### src/rtl/core/bike_controller_port_assert.svh
// Assertion macros for the bike controller port.
`ifndef BIKE_CONTROLLER_PORT_ASSERT_SVH
`define BIKE_CONTROLLER_PORT_ASSERT_SVH

// Same-cycle implication.
`define BCP_ASSERT_NOW(name, clk, rstn, ante, cons) \
    name: assert property (@(posedge clk) disable iff (!rstn) (ante) |-> (cons)) \
        else $error("bcp assertion failed");

// Next-cycle implication.
`define BCP_ASSERT_NEXT(name, clk, rstn, ante, cons) \
    name: assert property (@(posedge clk) disable iff (!rstn) (ante) |=> (cons)) \
        else $error("bcp assertion failed");

`endif

### src/rtl/core/bcp_pkg.sv
// Package: operation codes, input word type and constants for the bike controller port.
package bcp_pkg;

    typedef enum logic [1:0] {
        FUNC_TICK   = 2'd0,
        FUNC_STROBE = 2'd1,
        FUNC_READ   = 2'd2
    } func_t;

    typedef struct packed {
        logic [1:0] func;
        logic       strobe;
        logic       sw_up;
        logic       sw_down;
        logic       sw_left;
        logic       sw_right;
        logic       sw_brake;
        logic       sw_accel;
        logic       sw_select;
        logic       sw_start;
    } op_t;

    localparam int STEER_W = 6;
    localparam int LEVEL_W = 5;

    localparam logic signed [STEER_W-1:0] STEER_MAX    = 6'sd24;
    localparam logic signed [STEER_W-1:0] STEER_THR_HI = 6'sd16;
    localparam logic signed [STEER_W-1:0] STEER_THR_MD = 6'sd10;
    localparam logic signed [STEER_W-1:0] STEER_THR_LO = 6'sd4;

    localparam logic [LEVEL_W-1:0] LEVEL_MAX    = 5'd24;
    localparam logic [LEVEL_W-1:0] LEVEL_THR_HI = 5'd16;
    localparam logic [LEVEL_W-1:0] LEVEL_THR_MD = 5'd10;
    localparam logic [LEVEL_W-1:0] LEVEL_THR_LO = 5'd4;
    localparam logic [LEVEL_W-1:0] LEVEL_PIVOT  = 5'd8;

    localparam logic [7:0] READ_MASK = 8'h18;

endpackage

### src/rtl/core/bike_controller_port.sv
// A read word is registered and appears on m_tdata in the cycle after it is accepted.
// Throughput: one word per cycle while s_tready is high; ticks, strobes and unused codes give no result word.
// s_tready drops only while a result word waits and m_tready is low.
// Reset (aresetn low, synchronous) zeroes all controller state and
// clears the output valid.
`include "bike_controller_port_assert.svh"

module bike_controller_port
    import bcp_pkg::*;
(
    input  logic        aclk,
    input  logic        aresetn,
    input  logic        s_tvalid,
    output logic        s_tready,
    input  logic [15:0] s_tdata,   // write_data[7:0], sw_up, sw_down, sw_left, sw_right,
                                   // sw_brake, sw_accel, sw_select, sw_start
    input  logic [1:0]  s_tuser,   // func[1:0]
    output logic        m_tvalid,
    input  logic        m_tready,
    output logic [7:0]  m_tdata    // read_data[7:0]
);

    logic       accept;
    logic       is_read;
    op_t        op;
    logic [7:0] core_rd;
    logic       m_tvalid_reg, m_tvalid_next;
    logic [7:0] m_tdata_reg;

    assign s_tready = !m_tvalid_reg || m_tready;
    assign accept   = s_tvalid && s_tready;
    assign is_read  = (func_t'(s_tuser) == FUNC_READ);

    assign op = '{func:      s_tuser,
                  strobe:    s_tdata[0],
                  sw_up:     s_tdata[8],
                  sw_down:   s_tdata[9],
                  sw_left:   s_tdata[10],
                  sw_right:  s_tdata[11],
                  sw_brake:  s_tdata[12],
                  sw_accel:  s_tdata[13],
                  sw_select: s_tdata[14],
                  sw_start:  s_tdata[15]};

    bcp_core u_core (
        .aclk      (aclk),
        .aresetn   (aresetn),
        .op_valid  (accept),
        .op        (op),
        .read_data (core_rd)
    );

    always_comb begin
        m_tvalid_next = m_tvalid_reg;
        if (m_tready) m_tvalid_next = 1'b0;
        if (accept && is_read) m_tvalid_next = 1'b1;
    end

    always_ff @(posedge aclk) begin
        if (!aresetn) begin
            m_tvalid_reg <= 1'b0;
        end else begin
            m_tvalid_reg <= m_tvalid_next;
        end
        if (accept && is_read) begin
            m_tdata_reg <= core_rd;
        end
    end

    assign m_tvalid = m_tvalid_reg;
    assign m_tdata  = m_tdata_reg;

    `BCP_ASSERT_NEXT(a_read_gives_word, aclk, aresetn, accept && is_read, m_tvalid)
    `BCP_ASSERT_NOW(a_slot_free, aclk, aresetn, accept, !m_tvalid_reg || m_tready)
    `BCP_ASSERT_NOW(a_data_bits, aclk, aresetn, m_tvalid, (m_tdata & ~READ_MASK) == 8'h00)
    `BCP_ASSERT_NEXT(a_no_spurious, aclk, aresetn, !m_tvalid && !(accept && is_read), !m_tvalid)

endmodule

### src/rtl/core/bcp_core.sv
// Controller state: steering, levels, buttons and the two port shift registers.
module bcp_core
    import bcp_pkg::*;
(
    input  logic       aclk,
    input  logic       aresetn,
    input  logic       op_valid,
    input  op_t        op,
    output logic [7:0] read_data
);

    logic signed [STEER_W-1:0] steer_reg, steer_next;
    logic [LEVEL_W-1:0]        accel_reg, accel_next;
    logic [LEVEL_W-1:0]        brake_reg, brake_next;
    logic [7:0]                flags_reg, flags_next;
    logic [7:0]                shift_a_reg, shift_a_next;
    logic [7:0]                shift_b_reg, shift_b_next;
    logic [7:0]                enc_a, enc_b;

    function automatic logic [LEVEL_W-1:0] level_step(logic [LEVEL_W-1:0] lvl, logic held);
        logic [LEVEL_W-1:0] res;
        res = lvl;
        if (held) begin
            if (lvl < LEVEL_MAX) res = lvl + 5'd1;
        end else begin
            if (lvl != '0) res = lvl - 5'd1;
        end
        return res;
    endfunction

    always_comb begin
        enc_a = '0;
        enc_b = '0;
        if (steer_reg > 6'sd0) begin
            if (steer_reg > STEER_THR_HI)      enc_a = enc_a | 8'h0A;
            else if (steer_reg > STEER_THR_MD) enc_a = enc_a | 8'h02;
            else if (steer_reg > STEER_THR_LO) enc_a = enc_a | 8'h08;
        end else begin
            if (steer_reg < -STEER_THR_HI)      enc_a = enc_a | 8'h14;
            else if (steer_reg < -STEER_THR_MD) enc_a = enc_a | 8'h04;
            else if (steer_reg < -STEER_THR_LO) enc_a = enc_a | 8'h10;
        end
        if (accel_reg > LEVEL_PIVOT || brake_reg < LEVEL_PIVOT) begin
            if (accel_reg > LEVEL_THR_HI)      enc_b = enc_b | 8'h01;
            else if (accel_reg > LEVEL_THR_MD) enc_b = enc_b | 8'h10;
            else if (accel_reg > LEVEL_THR_LO) enc_b = enc_b | 8'h20;
        end else begin
            enc_a = enc_a | 8'h20;
            if (brake_reg > LEVEL_THR_HI)      enc_b = enc_b | 8'h02;
            else if (brake_reg > LEVEL_THR_MD) enc_b = enc_b | 8'h04;
            else if (brake_reg > LEVEL_THR_LO) enc_b = enc_b | 8'h08;
        end
        if (flags_reg[0]) enc_a = enc_a | 8'h80;
        if (flags_reg[7]) enc_a = enc_a | 8'h40;
        if (flags_reg[4]) enc_b = enc_b | 8'h40;
        if (flags_reg[5]) enc_b = enc_b | 8'h80;
    end

    always_comb begin
        steer_next   = steer_reg;
        accel_next   = accel_reg;
        brake_next   = brake_reg;
        flags_next   = flags_reg;
        shift_a_next = shift_a_reg;
        shift_b_next = shift_b_reg;
        case (func_t'(op.func))
            FUNC_TICK: begin
                if (op.sw_left && !op.sw_right) begin
                    if (steer_reg > -STEER_MAX) steer_next = steer_reg - 6'sd1;
                end else if (op.sw_right && !op.sw_left) begin
                    if (steer_reg < STEER_MAX) steer_next = steer_reg + 6'sd1;
                end else if (steer_reg > 6'sd0) begin
                    steer_next = steer_reg - 6'sd1;
                end else if (steer_reg < 6'sd0) begin
                    steer_next = steer_reg + 6'sd1;
                end
                brake_next = level_step(brake_reg, op.sw_brake);
                accel_next = level_step(accel_reg, op.sw_accel);
                flags_next = {flags_reg[7] ^ (op.sw_up & ~flags_reg[6]), op.sw_up,
                              op.sw_select, op.sw_start, 3'b000, op.sw_down};
            end
            FUNC_STROBE: begin
                if (op.strobe) begin
                    shift_a_next = enc_a;
                    shift_b_next = enc_b;
                end
            end
            FUNC_READ: begin
                shift_a_next = {1'b0, shift_a_reg[7:1]};
                shift_b_next = {1'b0, shift_b_reg[7:1]};
            end
            default: begin
            end
        endcase
    end

    assign read_data = {3'b000, shift_a_reg[0], shift_b_reg[0], 3'b000};

    always_ff @(posedge aclk) begin
        if (!aresetn) begin
            steer_reg   <= '0;
            accel_reg   <= '0;
            brake_reg   <= '0;
            flags_reg   <= '0;
            shift_a_reg <= '0;
            shift_b_reg <= '0;
        end else if (op_valid) begin
            steer_reg   <= steer_next;
            accel_reg   <= accel_next;
            brake_reg   <= brake_next;
            flags_reg   <= flags_next;
            shift_a_reg <= shift_a_next;
            shift_b_reg <= shift_b_next;
        end
    end

endmodule

### config.mk
export PLATFORM = sky130hd
export DESIGN_NAME = bike_controller_port
export DESIGN_NICKNAME = d
export VERILOG_FILES = /design/src/rtl/core/bcp_pkg.sv /design/src/rtl/core/bike_controller_port.sv /design/src/rtl/core/bcp_core.sv
export VERILOG_INCLUDE_DIRS = /design/src /design/src/rtl/core
export SDC_FILE = /design/constraint.sdc
export NUM_CORES = 1
export LEC_CHECK = 0
export BUFFER_PORTS_ARGS = -buffer_cell sky130_fd_sc_hd__buf_2
export CAP_MARGIN = 20
export CELL_PAD_IN_SITES_DETAIL_PLACEMENT = 0
export CELL_PAD_IN_SITES_GLOBAL_PLACEMENT = 1
export CORE_MARGIN = 1
export CORE_UTILIZATION = 43
export CTS_CLUSTER_SIZE = 14
export DETAILED_ROUTE_END_ITERATION = 16
export GPL_ROUTABILITY_DRIVEN = 0
export PLACE_DENSITY = 0.87
export SLEW_MARGIN = 5
export SYNTH_ARGS = -nofsm -noshare
export SYNTH_HDL_FRONTEND = slang
export SYNTH_SLANG_ARGS = --single-unit
### constraint.sdc
create_clock -name aclk -period 2.7 [get_ports aclk]
set_input_delay 0.135 -clock aclk [delete_from_list [all_inputs] [get_ports aclk]]
set_output_delay 0.135 -clock aclk [all_outputs]
set_load 0.05 [all_outputs]
# After elaboration in Yosys (flattened, before gate mapping)

Cells that the tools add are included.

Memories kept: 0
Input port bits: 22
ROM bits: 0
Bits in registers: 40
Logic and storage cells: 103
Latch bits: 0
Output and inout bits: 10
Memory bits (writable): 0

Equal/unequal tests: 7
Shifts and indexed selects: 0
Multiply operators: 0
Bitwise logic cells: 3
Add/sub/neg operators: 6
Reduce and logical (&&, ||, !) cells: 22
Div/mod/pow operators: 0
Magnitude comparators: 20
Multiplexer cells: 37

Operator list:

| kind                  | count |
|---|---|
| $mux W8               | 12 |
| $mux W6               | 8 |
| $mux W5               | 7 |
| $pmux W8 S2           | 2 |
| $mux W4               | 4 |
| $gt A5 B4 Y1 const B  | 3 |
| $mux W7               | 2 |
| $gt A6 B6 Y1 const B  | 2 |
| $lt A6 B5 Y1 const B  | 2 |
| $add A5 B1 Y5 const B | 2 |
| $gt A5 B3 Y1 const B  | 2 |
| $gt A5 B5 Y1 const B  | 2 |
| $lt A5 B5 Y1 const B  | 2 |
| $reduce_bool A5 Y1    | 2 |
| $sub A5 B1 Y5 const B | 2 |
| $reduce_and A4 Y1     | 2 |
| $reduce_bool A2 Y1    | 4 |
| $add A6 B2 Y6 const B | 1 |
| $gt A6 B1 Y1 const B  | 1 |
| $gt A6 B4 Y1 const B  | 1 |
| $gt A6 B5 Y1 const B  | 1 |
| $lt A6 B1 Y1 const B  | 1 |
| $lt A6 B3 Y1 const B  | 1 |
| $lt A6 B6 Y1 const B  | 1 |
| other kinds (19)      | 28 |

# Longest topological paths before layout

Gate-level depths: netlist (run 1).

Word-level depth: 10
Gate-level depth with buffers: 8
Gate-level depth less buffers: 7

# Cells and area by module

A second synthesis (run 1) with hierarchy kept.

Cells, all modules: 294
Area, all modules: 2598.7 µm²

Modules (own cells, without submodules):

| module               | cells each | area each (µm²) | seq. area each (µm²) | times used |
|---|---|---|---|---|
| bcp_core             | 280        | 2293.4          | 740.7                | 1 |
| bike_controller_port | 14         | 305.3           | 260.2                | 1 |

# Least setup slack after synthesis (run 1)

OpenSTA, ideal clock, no wires.

Kind: register to register
Start point: register m_tvalid_reg, in the netlist m_tvalid
End point: register u_core.steer_reg[5]
Setup time: 0.071 ns
Arrival time: 2.304 ns
Cell stages (with the launch flop): 7
Slack: 0.325 ns
Period minus slack after synthesis: 2.375 ns
Cell sequence: dfxtp_1 > nand2b_1 > nand3_2 > a211o_1 > buf_6 > or4_1 > a21oi_1

Cells in the longest elaborated chain, start to end: 4

Ends and longest elaborated chain:

| what                        | line                       | text |
|---|---|---|
| start: declaration          | bike_controller_port.sv:27 | `logic m_tvalid_reg, m_tvalid_next;` |
| start signal: assignment    | bike_controller_port.sv:63 | `m_tvalid_reg <= m_tvalid_next;` |
| $logic_not A1 Y1            | bike_controller_port.sv:30 | `assign s_tready = !m_tvalid_reg \|\| m_tready;` |
| $logic_or A1 B1 Y1          | bike_controller_port.sv:30 |  |
| via s_tready                | bike_controller_port.sv:14 | `output logic s_tready,` |
| $logic_and A1 B1 Y1         | bike_controller_port.sv:31 | `assign accept = s_tvalid && s_tready;` |
| $reduce_and A5 Y1 (no line) | n/a                        |  |
| end signal: assignment      | bcp_core.sv:108            | `steer_reg <= steer_next;` |
| end: declaration            | bcp_core.sv:12             | `logic signed [STEER_W-1:0] steer_reg, steer_next;` |

The timed path passes the listed nets, and every way through them passes these cells.
A chain may end at the register's enable or synchronous reset.

# Worst setup path in the final report (run 1)

Start point: register u_core.steer_reg[0]
End point: register u_core.steer_reg[5]

Cells in the longest elaborated chain, start to end: 5
Elaborated cells on any way between the ends: 16
Those cells by class: add/sub (2); order compare (4); eq/ne (2); mux (6); reduce/logical (2)

Ends and longest elaborated chain:

| what          | line                           | text |
|---|---|---|
| $add A6 B2 Y6 | bcp_core.sv:71, bcp_core.sv:75 |  |
| $mux W6       | bcp_core.sv:74                 | `end else if (steer_reg < 6'sd0) begin` |
| $mux W6       | bcp_core.sv:72                 | `end else if (steer_reg > 6'sd0) begin` |
| $mux W6       | bcp_core.sv:70                 | `end else if (op.sw_right && !op.sw_left) begin` |
| $mux W6       | bcp_core.sv:68                 | `if (op.sw_left && !op.sw_right) begin` |

Parallel ways exist; a longest one is shown, timed or not. The select of a mux whose other input is x is not followed.

==> reports/metrics.csv, run 1 <==
stage,metric,value,unit
timing,Tmin final,2390,ps
floorplanning,Die Wd,76.10,um
detailed_routing,ANT nets after route,0,
finish,fin area,2536,um2
finish,# nets final,324,
power,worst vdd ir,0.2305,mV
timing,Slew Limit Fails,0,
cts,clock-pin slew of the registers on the worst-case setup and hold paths,80,ps
timing,# setup viols final,0,
cts,postcts setup bufs,0,
timing,Least-Margin Pin Slew,592.9,ps
synth,cell taking the most area after synthesis,dfxtp_1,
synth,"EDFF count, synth",2,
cts,# clock sinks,40,
timing,setup tns final,0,ps
worst_setup_path,crit end category,flop,
worst_setup_path,Arrival @ worst endpoint,2610,ps
synth,Post-synth top flop,dfxtp_1,
finish,share of post-route cells with drive strength above 1,0.1062,
min_path,Tightest Hold Check Type,in2reg,
global_routing,initial antenna violation count,0,
cts,CTS root buffer,clkbuf_8,
worst_setup_path,CP required,2920,ps
power,Pleak,1.023,nW
job,max_cap viols,0,
detailed_routing,via count,1980,
synth,Synth Warn #,0,
worst_setup_path,worst-path maximum fanout,10,
detailed_routing,Detailed Route WL,4487,um
detailed_routing,TritonRoute pass-1 iters,4,
global_routing,largest net degree at the start of global routing,33,
synth,Post-Syn Area,2361,um2
global_routing,vias in the first global route,1761,
synth,synthesis-stage register bit count,40,
detailed_routing,DR vias/cell,5.470,
global_routing,total track usage,0.1671,
placed_design,detailed placement HPWL,3168,um
detailed_routing,DR iter-0 viols,201,
finish,"most common cell after layout, fill and taps aside",dfxtp_1,
timing,Final period util,0.8854,
finish,Final Instance Count excl. Fillers,362,
cts,number of CTS-inserted buffers,5,
cts,later-pin clock latency in the skew report,280,ps
global_routing,global-route wire length before repair,7935,um
floorplanning,I/O Pins,32,
timing,Clock Skews,9.563,ps
power,power per cell area,502.3,nW/um2
placed_design,dpl cell area,2455,um2
worst_setup_path,crit start category,flop,
timing,RSZ-0062 raised after global routing,no,
finish,Ant. Diodes,0,
synth,Synth cell types,55,
worst_setup_path,Setup CP Type,reg2reg,
floorplanning,Std-Cell Rows,26,
floorplanning,Core ar.,5205,um2
status,status,"complete, no violations",
detailed_routing,WL/cell,12.40,um
placed_design,# port buffers,18,
floorplanning,Chip Height,76.10,um
synth,Synth Instances,281,
cts,CTS Buffer Depth,2,
worst_setup_path,max incr delay on CP,510,ps
worst_setup_path,CP max-delay cell,or4_1,
placed_design,Inst Count DP,354,
synth,dominant cells by area after synthesis,"dfxtp_1 (32%), nor2_1 (5.9%), ha_1 (4.8%)",
finish,Synth-to-Final Area Change,7.419,%
timing,FMAX,418.3,MHz
power,Power Total,0.001274,W
worst_setup_path,crit-path cells,inv_1 -> ha_1 -> nor4b_4 -> a32o_1 -> a211o_1 -> or4_1 -> a21oi_1,
finish,fin util,0.4873,
cts,htree depth,2,
global_routing,aggregate global routing overflow,0,
timing,Final Hold Viols,0,
finish,most frequent cells in the layout,"dfxtp_1 (38), nor2_1 (37), nand2_1 (22)",
timing,max_slew headroom,0.6017,
synth,Yosys top cell area share,0.3222,
floorplanning,initial core utilization,0.4536,
synth,Async SR Flop Fraction,0,
synth,sequential share of the synthesized area,0.3476,
detailed_routing,DRC Markers,0,
cts,"Hold-fix buffers, CTS",0,
floorplanning,DIE AREA,5791,um2
cts,post-CTS resize count,0,
synth,Mean Syn Cell Area,8.402,um2
cts,CTS tree,done,
-- worst paths after layout --
path	start	cells past startpoint	slack (ps)	endpoint
hold reg to reg	u_core.shift_b_reg[0]$_SDFFE_PN0P_	0	440	m_tdata[3]$_DFFE_PP_
hold / removal	s_tdata[15]	3	80	u_core.flags_reg[4]$_SDFFE_PN0P_
setup reg to reg	u_core.steer_reg[0]$_SDFFE_PN0P_	7	310	u_core.steer_reg[5]$_SDFFE_PN0P_
setup / recovery	u_core.steer_reg[0]$_SDFFE_PN0P_	7	310	u_core.steer_reg[5]$_SDFFE_PN0P_
-- stage by stage --
| stage | setup WS [ps] | hold WS (ps) |
|---|---|---|
| CTS | 306.2 | 73.35 |
| global route | 131.1 | 103.8 |
| finish | 309.5 | 80.89 |
| floorplan | 325.5 | 275.5 |
| global placement | 359.9 | 364.3 |
| detailed placement | 318.2 | 370.5 |
-- cells by family (layout without fill, tap and decap cells) --
family                   Yosys count  count (layout)  synth area share
flip-flops                        40              40            0.3476
multiplexers                      11              11           0.04664
AO/OA/AOI/OAI                     73              73            0.2173
other                              1               6          0.001588
adder cells (fa/ha/maj)           11              11           0.06465
XOR/XNOR                          11              11           0.04080
buffers and inverters             33              39           0.06889
AND/OR/NAND/NOR                  101             101            0.2125
-- cells in the mapped netlist, drive strengths merged, types with 3 or more instances --
cell type and n:
o21ai 11, or4 3, clkbuf 11, a21oi 19, a311oi 5, nand3 3, inv 10, or3 4
nor3b 3, nor3 10, nor2 37, a221oi 4, nor2b 5, xor2 4, xnor2 7, mux2i 11
nand2b 5, a22oi 4, buf 12, nand2 22, a21o 5, dfxtp 38, ha 9, a311o 3
-- routing by layer --
metal | share of wire | wire length (um) | up-vias | global-route usage
li1 | - | - | 1029 | -
met5 | 0 | 0 | - | 0
met2 | 0.45 | 2000 | 40 | 0.2627
met4 | 0.010 | 45 | 0 | 0.05769
met1 | 0.50 | 2224 | 906 | 0.2320
met3 | 0.048 | 216 | 5 | 0.02635
-- power breakdown --
part	switching (W)	total [W]	internal (W)
logic	0.000142	0.000238	0.0000963
clock network	0.000199	0.000380	0.000182
registers	0.0000346	0.000656	0.000621
-- critical path, delay by kind of cell (launching register included) --
| family | cells | cell delay (ps) |
|---|---|---|
| buffers and inverters | 1 | 150 |
| AND/OR/NAND/NOR | 2 | 660 |
| AO/OA/AOI/OAI | 3 | 790 |
| adder cells (fa/ha/maj) | 1 | 270 |
| flip-flops | 1 | 460 |
-- area by class of cell --
type	count	area, um2
inverters	10	37.54
repair buffers	21	112.6
multi-input cells	213	1396
well taps	70	87.58
clock inverters	1	5.005
fillers	535	2669
clock buffers	7	76.32
flip-flops and latches	40	820.8
(Power assumes the default switching activity.)
==> inputs of run 2 (changes only) <==
- GPL_TIMING_DRIVEN: unset -> 0
==> reports/metrics.csv, run 2 (synthesis gave the netlist of run 1 again) <==
stage,metric,value,unit
status,status,"complete, no violations",
floorplanning,Chip Height,76.10,um
global_routing,vias in the first global route,1763,
global_routing,aggregate global routing overflow,0,
timing,Least-Margin Pin Slew,583.8,ps
cts,# clock sinks,40,
worst_setup_path,FF-to-FF Start,u_core.steer_reg[0]$_SDFFE_PN0P_,
cts,number of CTS-inserted buffers,5,
finish,most frequent cells in the layout,"dfxtp_1 (38), nor2_1 (37), nand2_1 (22), buf_2 (22), a21oi_1 (19)",
floorplanning,Core ar.,5205,um2
floorplanning,I/O Pins,32,
min_path,hold depth,3,
detailed_routing,DRC Markers,0,
timing,Clock Skews,5.635,ps
cts,CTS Buffer Depth,2,
cts,htree depth,2,
power,Power Total,0.001327,W
cts,post-CTS resize count,0,
worst_setup_path,crit start category,flop,
cts,clock-pin slew of the registers on the worst-case setup and hold paths,70,ps
worst_setup_path,worst-path maximum fanout,10,
worst_setup_path,crit end category,flop,
timing,Final Hold Viols,0,
worst_setup_path,Setup CP Type,reg2reg,
worst_setup_path,R2R Path End,u_core.steer_reg[5]$_SDFFE_PN0P_,
detailed_routing,TritonRoute pass-1 iters,4,
placed_design,dpl cell area,2557,um2
job,max_cap viols,0,
power,power per cell area,500.9,nW/um2
detailed_routing,WL/cell,12.95,um
placed_design,detailed placement HPWL,3509,um
worst_setup_path,CP required,2920,ps
timing,RSZ-0062 raised after global routing,no,
timing,Tmin final,2383,ps
cts,later-pin clock latency in the skew report,290,ps
cts,postcts setup bufs,0,
timing,# setup viols final,0,
worst_setup_path,Worst R2R Setup Slack,320,ps
global_routing,global-route wire length before repair,8183,um
worst_setup_path,Reg2Reg Depth,8,
detailed_routing,Detailed Route WL,4946,um
placed_design,# port buffers,18,
global_routing,largest net degree at the start of global routing,13,
cts,CTS tree,done,
detailed_routing,ANT nets after route,0,
global_routing,initial antenna violation count,0,
finish,Filler cells,549,
floorplanning,Std-Cell Rows,26,
timing,Slew Limit Fails,0,
global_routing,total track usage,0.1754,
finish,fin area,2650,um2
floorplanning,initial core utilization,0.4536,
cts,CTS root buffer,clkbuf_8,
timing,Final period util,0.8825,
min_path,Tightest Hold Check Type,in2reg,
min_path,Hold EP,u_core.flags_reg[0]$_SDFFE_PN0P_,
detailed_routing,DR iter-0 viols,126,
cts,"Hold-fix buffers, CTS",0,
finish,"most common cell after layout, fill and taps aside",dfxtp_1,
timing,FMAX,419.7,MHz
floorplanning,DIE AREA,5791,um2
detailed_routing,via count,2051,
worst_setup_path,Arrival @ worst endpoint,2600,ps
power,worst vdd ir,0.2524,mV
timing,setup tns final,0,ps
timing,max_slew headroom,0.6078,
min_path,Worst Min Path Start,s_tdata[9],
finish,Synth-to-Final Area Change,12.24,%
finish,# nets final,344,
finish,share of post-route cells with drive strength above 1,0.1346,
finish,Ant. Diodes,0,
power,Pleak,1.093,nW
detailed_routing,DR vias/cell,5.369,
floorplanning,Die Wd,76.10,um
## run 2: cell types whose count changed in the layout (fill, tap and decap cells not counted), sizes merged
cell	change
buf	+9
clkinv	+1
clkbuf	+10
## run 2: cell type report
type	instances	area, um2	area share
Inverter	10	37.54	0.01416
Buffer	23	125.1	0.04721
Tap cell	70	87.58	0.03305
Sequential cell	40	820.8	0.3097
Clock buffer	6	82.58	0.03116
Timing Repair Buffer	18	90.09	0.03399
Clock inverter	2	10.01	0.003777
Multi-Input combinational cell	213	1396	0.5269
## run 2: worst max path at each step
stage	from	end	slack (ps)
after detailed placement	u_core.steer_reg[0]$_SDFFE_PN0P_	u_core.steer_reg[5]$_SDFFE_PN0P_	360
after global placement	u_core.steer_reg[0]$_SDFFE_PN0P_	u_core.steer_reg[5]$_SDFFE_PN0P_	360
after global routing	u_core.steer_reg[0]$_SDFFE_PN0P_	u_core.steer_reg[5]$_SDFFE_PN0P_	200
after CTS	u_core.steer_reg[0]$_SDFFE_PN0P_	u_core.steer_reg[5]$_SDFFE_PN0P_	320
after floorplan	m_tvalid$_SDFFE_PN0P_	u_core.steer_reg[5]$_SDFFE_PN0P_	330
final	u_core.steer_reg[0]$_SDFFE_PN0P_	u_core.steer_reg[5]$_SDFFE_PN0P_	320
## run 2: power by group
group / total, W / internal, W / leakage [nW] / switching [W]
Clock: 0.000411 / 0.000204 / 0.0510 / 0.000207
Combinational: 0.000273 / 0.000107 / 0.714 / 0.000165
Sequential: 0.000643 / 0.000621 / 0.328 / 0.0000221
Total: 0.00133 / 0.000932 / 1.09 / 0.000395
## run 2: metal layers
layer,GRT usage,vias to the layer above,share of wire
met5,0,-,0
met4,0.05769,0,0.0095
met3,0.03593,5,0.033
met2,0.2700,42,0.42
met1,0.2443,937,0.54
li1,-,1067,-
## run 2: critical path: stages (launching register included)
cell	delay [ps]
dfxtp_1	450
inv_1	160
ha_1	280
nor4b_4	160
a32o_1	220
a211o_1	310
buf_6	150
or4_1	460
a21oi_1	140
## run 2: per-stage QoR
step	hold slack, ps	utilization	worst slack, ps	std cells
global route	89.24	0.5091	202.8	382
finish	73.65	0.5091	317.4	382
detailed placement	373.1	0.4913	359.7	374
global placement	363.2	0.4913	363.7	374
CTS	66.11	0.5091	322.3	382
floorplan	275.5	-	325.5	286
==> inputs of run 3 (changes only) <==
- TNS_END_PERCENT: unset -> 50
- clock period: 2.7 -> 2.3 ns (I/O delays scaled with it)
==> reports/metrics.csv, run 3 (synthesis gave the netlist of run 1 again) <==
stage,metric,value,unit
finish,most frequent cells in the layout,"nor2_1 (37), dfxtp_1 (36), nand2_1 (22), buf_2 (22), a21oi_1 (19)",
placed_design,detailed placement HPWL,3533,um
finish,Ant. Diodes,0,
worst_setup_path,Reg2Reg Depth,8,
cts,CTS tree,done,
global_routing,vias in the first global route,1892,
timing,Clock Skews,7.215,ps
detailed_routing,WL/cell,12.82,um
finish,Final Instance Count excl. Fillers,382,
floorplanning,Core ar.,5205,um2
finish,fin area,2655,um2
detailed_routing,routed wl met3,186,um
timing,post-route setup slack,142.0,ps
worst_setup_path,Worst Setup SP,u_core.steer_reg[0]$_SDFFE_PN0P_,
detailed_routing,ANT nets after route,0,
cts,htree depth,2,
finish,"most common cell after layout, fill and taps aside",nor2_1,
cts,number of CTS-inserted buffers,5,
placed_design,dpl cell area,2560,um2
finish,fin util,0.5101,
timing,RSZ-0062 raised after global routing,no,
job,max_cap viols,0,
min_path,Tightest Hold Check Type,in2reg,
detailed_routing,met2 WL,2084,um
worst_setup_path,worst-path maximum fanout,10,
power,Pleak,1.088,nW
worst_setup_path,FF-to-FF Start,u_core.steer_reg[0]$_SDFFE_PN0P_,
finish,share of post-route cells with drive strength above 1,0.1442,
timing,Tmin final,2158,ps
cts,later-pin clock latency in the skew report,290,ps
global_routing,global-route wire length before repair,8742,um
global_routing,aggregate global routing overflow,0,
power,worst vdd ir,0.3187,mV
timing,Final period util,0.9383,
floorplanning,initial core utilization,0.4536,
global_routing,largest net degree at the start of global routing,12,
worst_setup_path,CP max-delay cell,or4_1,
worst_setup_path,WP depth,8,
worst_setup_path,crit-path cells,inv_2 -> ha_2 -> nor4b_4 -> a32o_1 -> a211o_1 -> buf_6 -> or4_1 -> a21oi_1,
finish,# nets final,344,
floorplanning,Std-Cell Rows,26,
timing,# setup viols final,0,
min_path,hold depth,3,
worst_setup_path,Setup crit end,u_core.steer_reg[5]$_SDFFE_PN0P_,
worst_setup_path,max incr delay on CP,460,ps
timing,Slew Limit Fails,0,
power,power per cell area,586.2,nW/um2
timing,max_slew headroom,0.6027,
cts,CTS Buffer Depth,2,
detailed_routing,DR iter-0 viols,134,
floorplanning,Chip Height,76.10,um
cts,postcts setup bufs,0,
worst_setup_path,family with the most delay on the worst path,compound AO/OA/AOI/OAI gates,
placed_design,# port buffers,18,
worst_setup_path,crit start category,flop,
worst_setup_path,Setup CP Type,reg2reg,
worst_setup_path,sum of buffers and inverters on the critical path,2,
floorplanning,I/O Pins,32,
detailed_routing,DR vias/cell,5.390,
detailed_routing,TritonRoute pass-1 iters,4,
worst_setup_path,R2R Path End,u_core.steer_reg[5]$_SDFFE_PN0P_,
detailed_routing,via count,2059,
timing,Least-Margin Pin Slew,591.3,ps
floorplanning,DIE AREA,5791,um2
cts,# clock sinks,40,
status,status,"complete, no violations",
detailed_routing,WL met1,2560,um
placed_design,pre-CTS WS,-41.84,ps
timing,Final Hold Viols,0,
global_routing,initial antenna violation count,0,
detailed_routing,Detailed Route WL,4899,um
worst_setup_path,Arrival @ worst endpoint,2380,ps
cts,CTS root buffer,clkbuf_8,
min_path,Worst Min Path Start,s_tdata[14],
finish,Filler cells,520,
worst_setup_path,CP required,2520,ps
cts,clock-pin slew of the registers on the worst-case setup and hold paths,70,ps
detailed_routing,Top Layer Used,met4,
worst_setup_path,Worst R2R Setup Slack,140,ps
timing,FMAX,463.4,MHz
global_routing,total track usage,0.1832,
placed_design,Inst Count DP,374,
floorplanning,Die Wd,76.10,um
finish,Synth-to-Final Area Change,12.45,%
worst_setup_path,crit end category,flop,
detailed_routing,DRC Markers,0,
==> run 3: cell types whose count changed in the layout (fill, tap and decap cells not counted), sizes merged <==
cell,delta
clkinv,-2
clkbuf,+2
==> run 3: cell type report <==
type | instances | area [um2] | area share
multi-input cells | 213 | 1401 | 0.5278
flip-flops and latches | 40 | 823.3 | 0.3101
plain buffers | 23 | 125.1 | 0.04713
clock buffers | 8 | 90.09 | 0.03393
repair buffers | 18 | 90.09 | 0.03393
well taps | 70 | 87.58 | 0.03299
inverters | 10 | 37.54 | 0.01414
==> run 3: worst reg2reg max path, cell delays in order (launching register included) <==
cell     delay [ps]
dfxtp_2         390
inv_2            90
ha_2            220
nor4b_4         140
a32o_1          220
a211o_1         300
buf_6           140
or4_1           460
a21oi_1         140
==> run 3: per-layer routing <==
metal,GRT usage,vias to the layer above
met4,0.06731,0
met3,0.03114,8
met5,0,-
met2,0.2845,39
li1,-,1076
met1,0.2541,936
==> run 3: stage by stage <==
step | hold WS (ps) | setup TNS [ps] | power (W)
4_1_cts | 50.77 | 0 | 0.001565
2_1_floorplan | 255.5 | 0 | 0.001015
6_report | 54.87 | 0 | 0.001556
5_1_grt | 63.10 | 0 | 0.001638
3_3_place_gp | 344.3 | -28.63 | 0.001082
3_5_place_dp | 352.4 | -41.84 | 0.001088
==> run 3: how the worst min path moves through the flow <==
stage,endpoint
global placement,u_core.flags_reg[5]$_SDFFE_PN0P_
floorplan,m_tvalid$_SDFFE_PN0P_
global route,u_core.flags_reg[4]$_SDFFE_PN0P_
detailed placement,u_core.flags_reg[4]$_SDFFE_PN0P_
CTS,u_core.flags_reg[5]$_SDFFE_PN0P_
finish,u_core.flags_reg[5]$_SDFFE_PN0P_
==> run 3: what timing repair did <==
item | in CTS | in global routing
resized for setup | 1 | 3
hold buffers | 0 | 0
endpoints found under the setup margin | 1 | 3
==> run 3: power breakdown <==
part | switching [W] | internal [W] | total, W
Sequential | 0.0000263 | 0.000730 | 0.000756
Combinational | 0.000192 | 0.000127 | 0.000319
Clock | 0.000236 | 0.000245 | 0.000481
Total | 0.000455 | 0.00110 | 0.00156
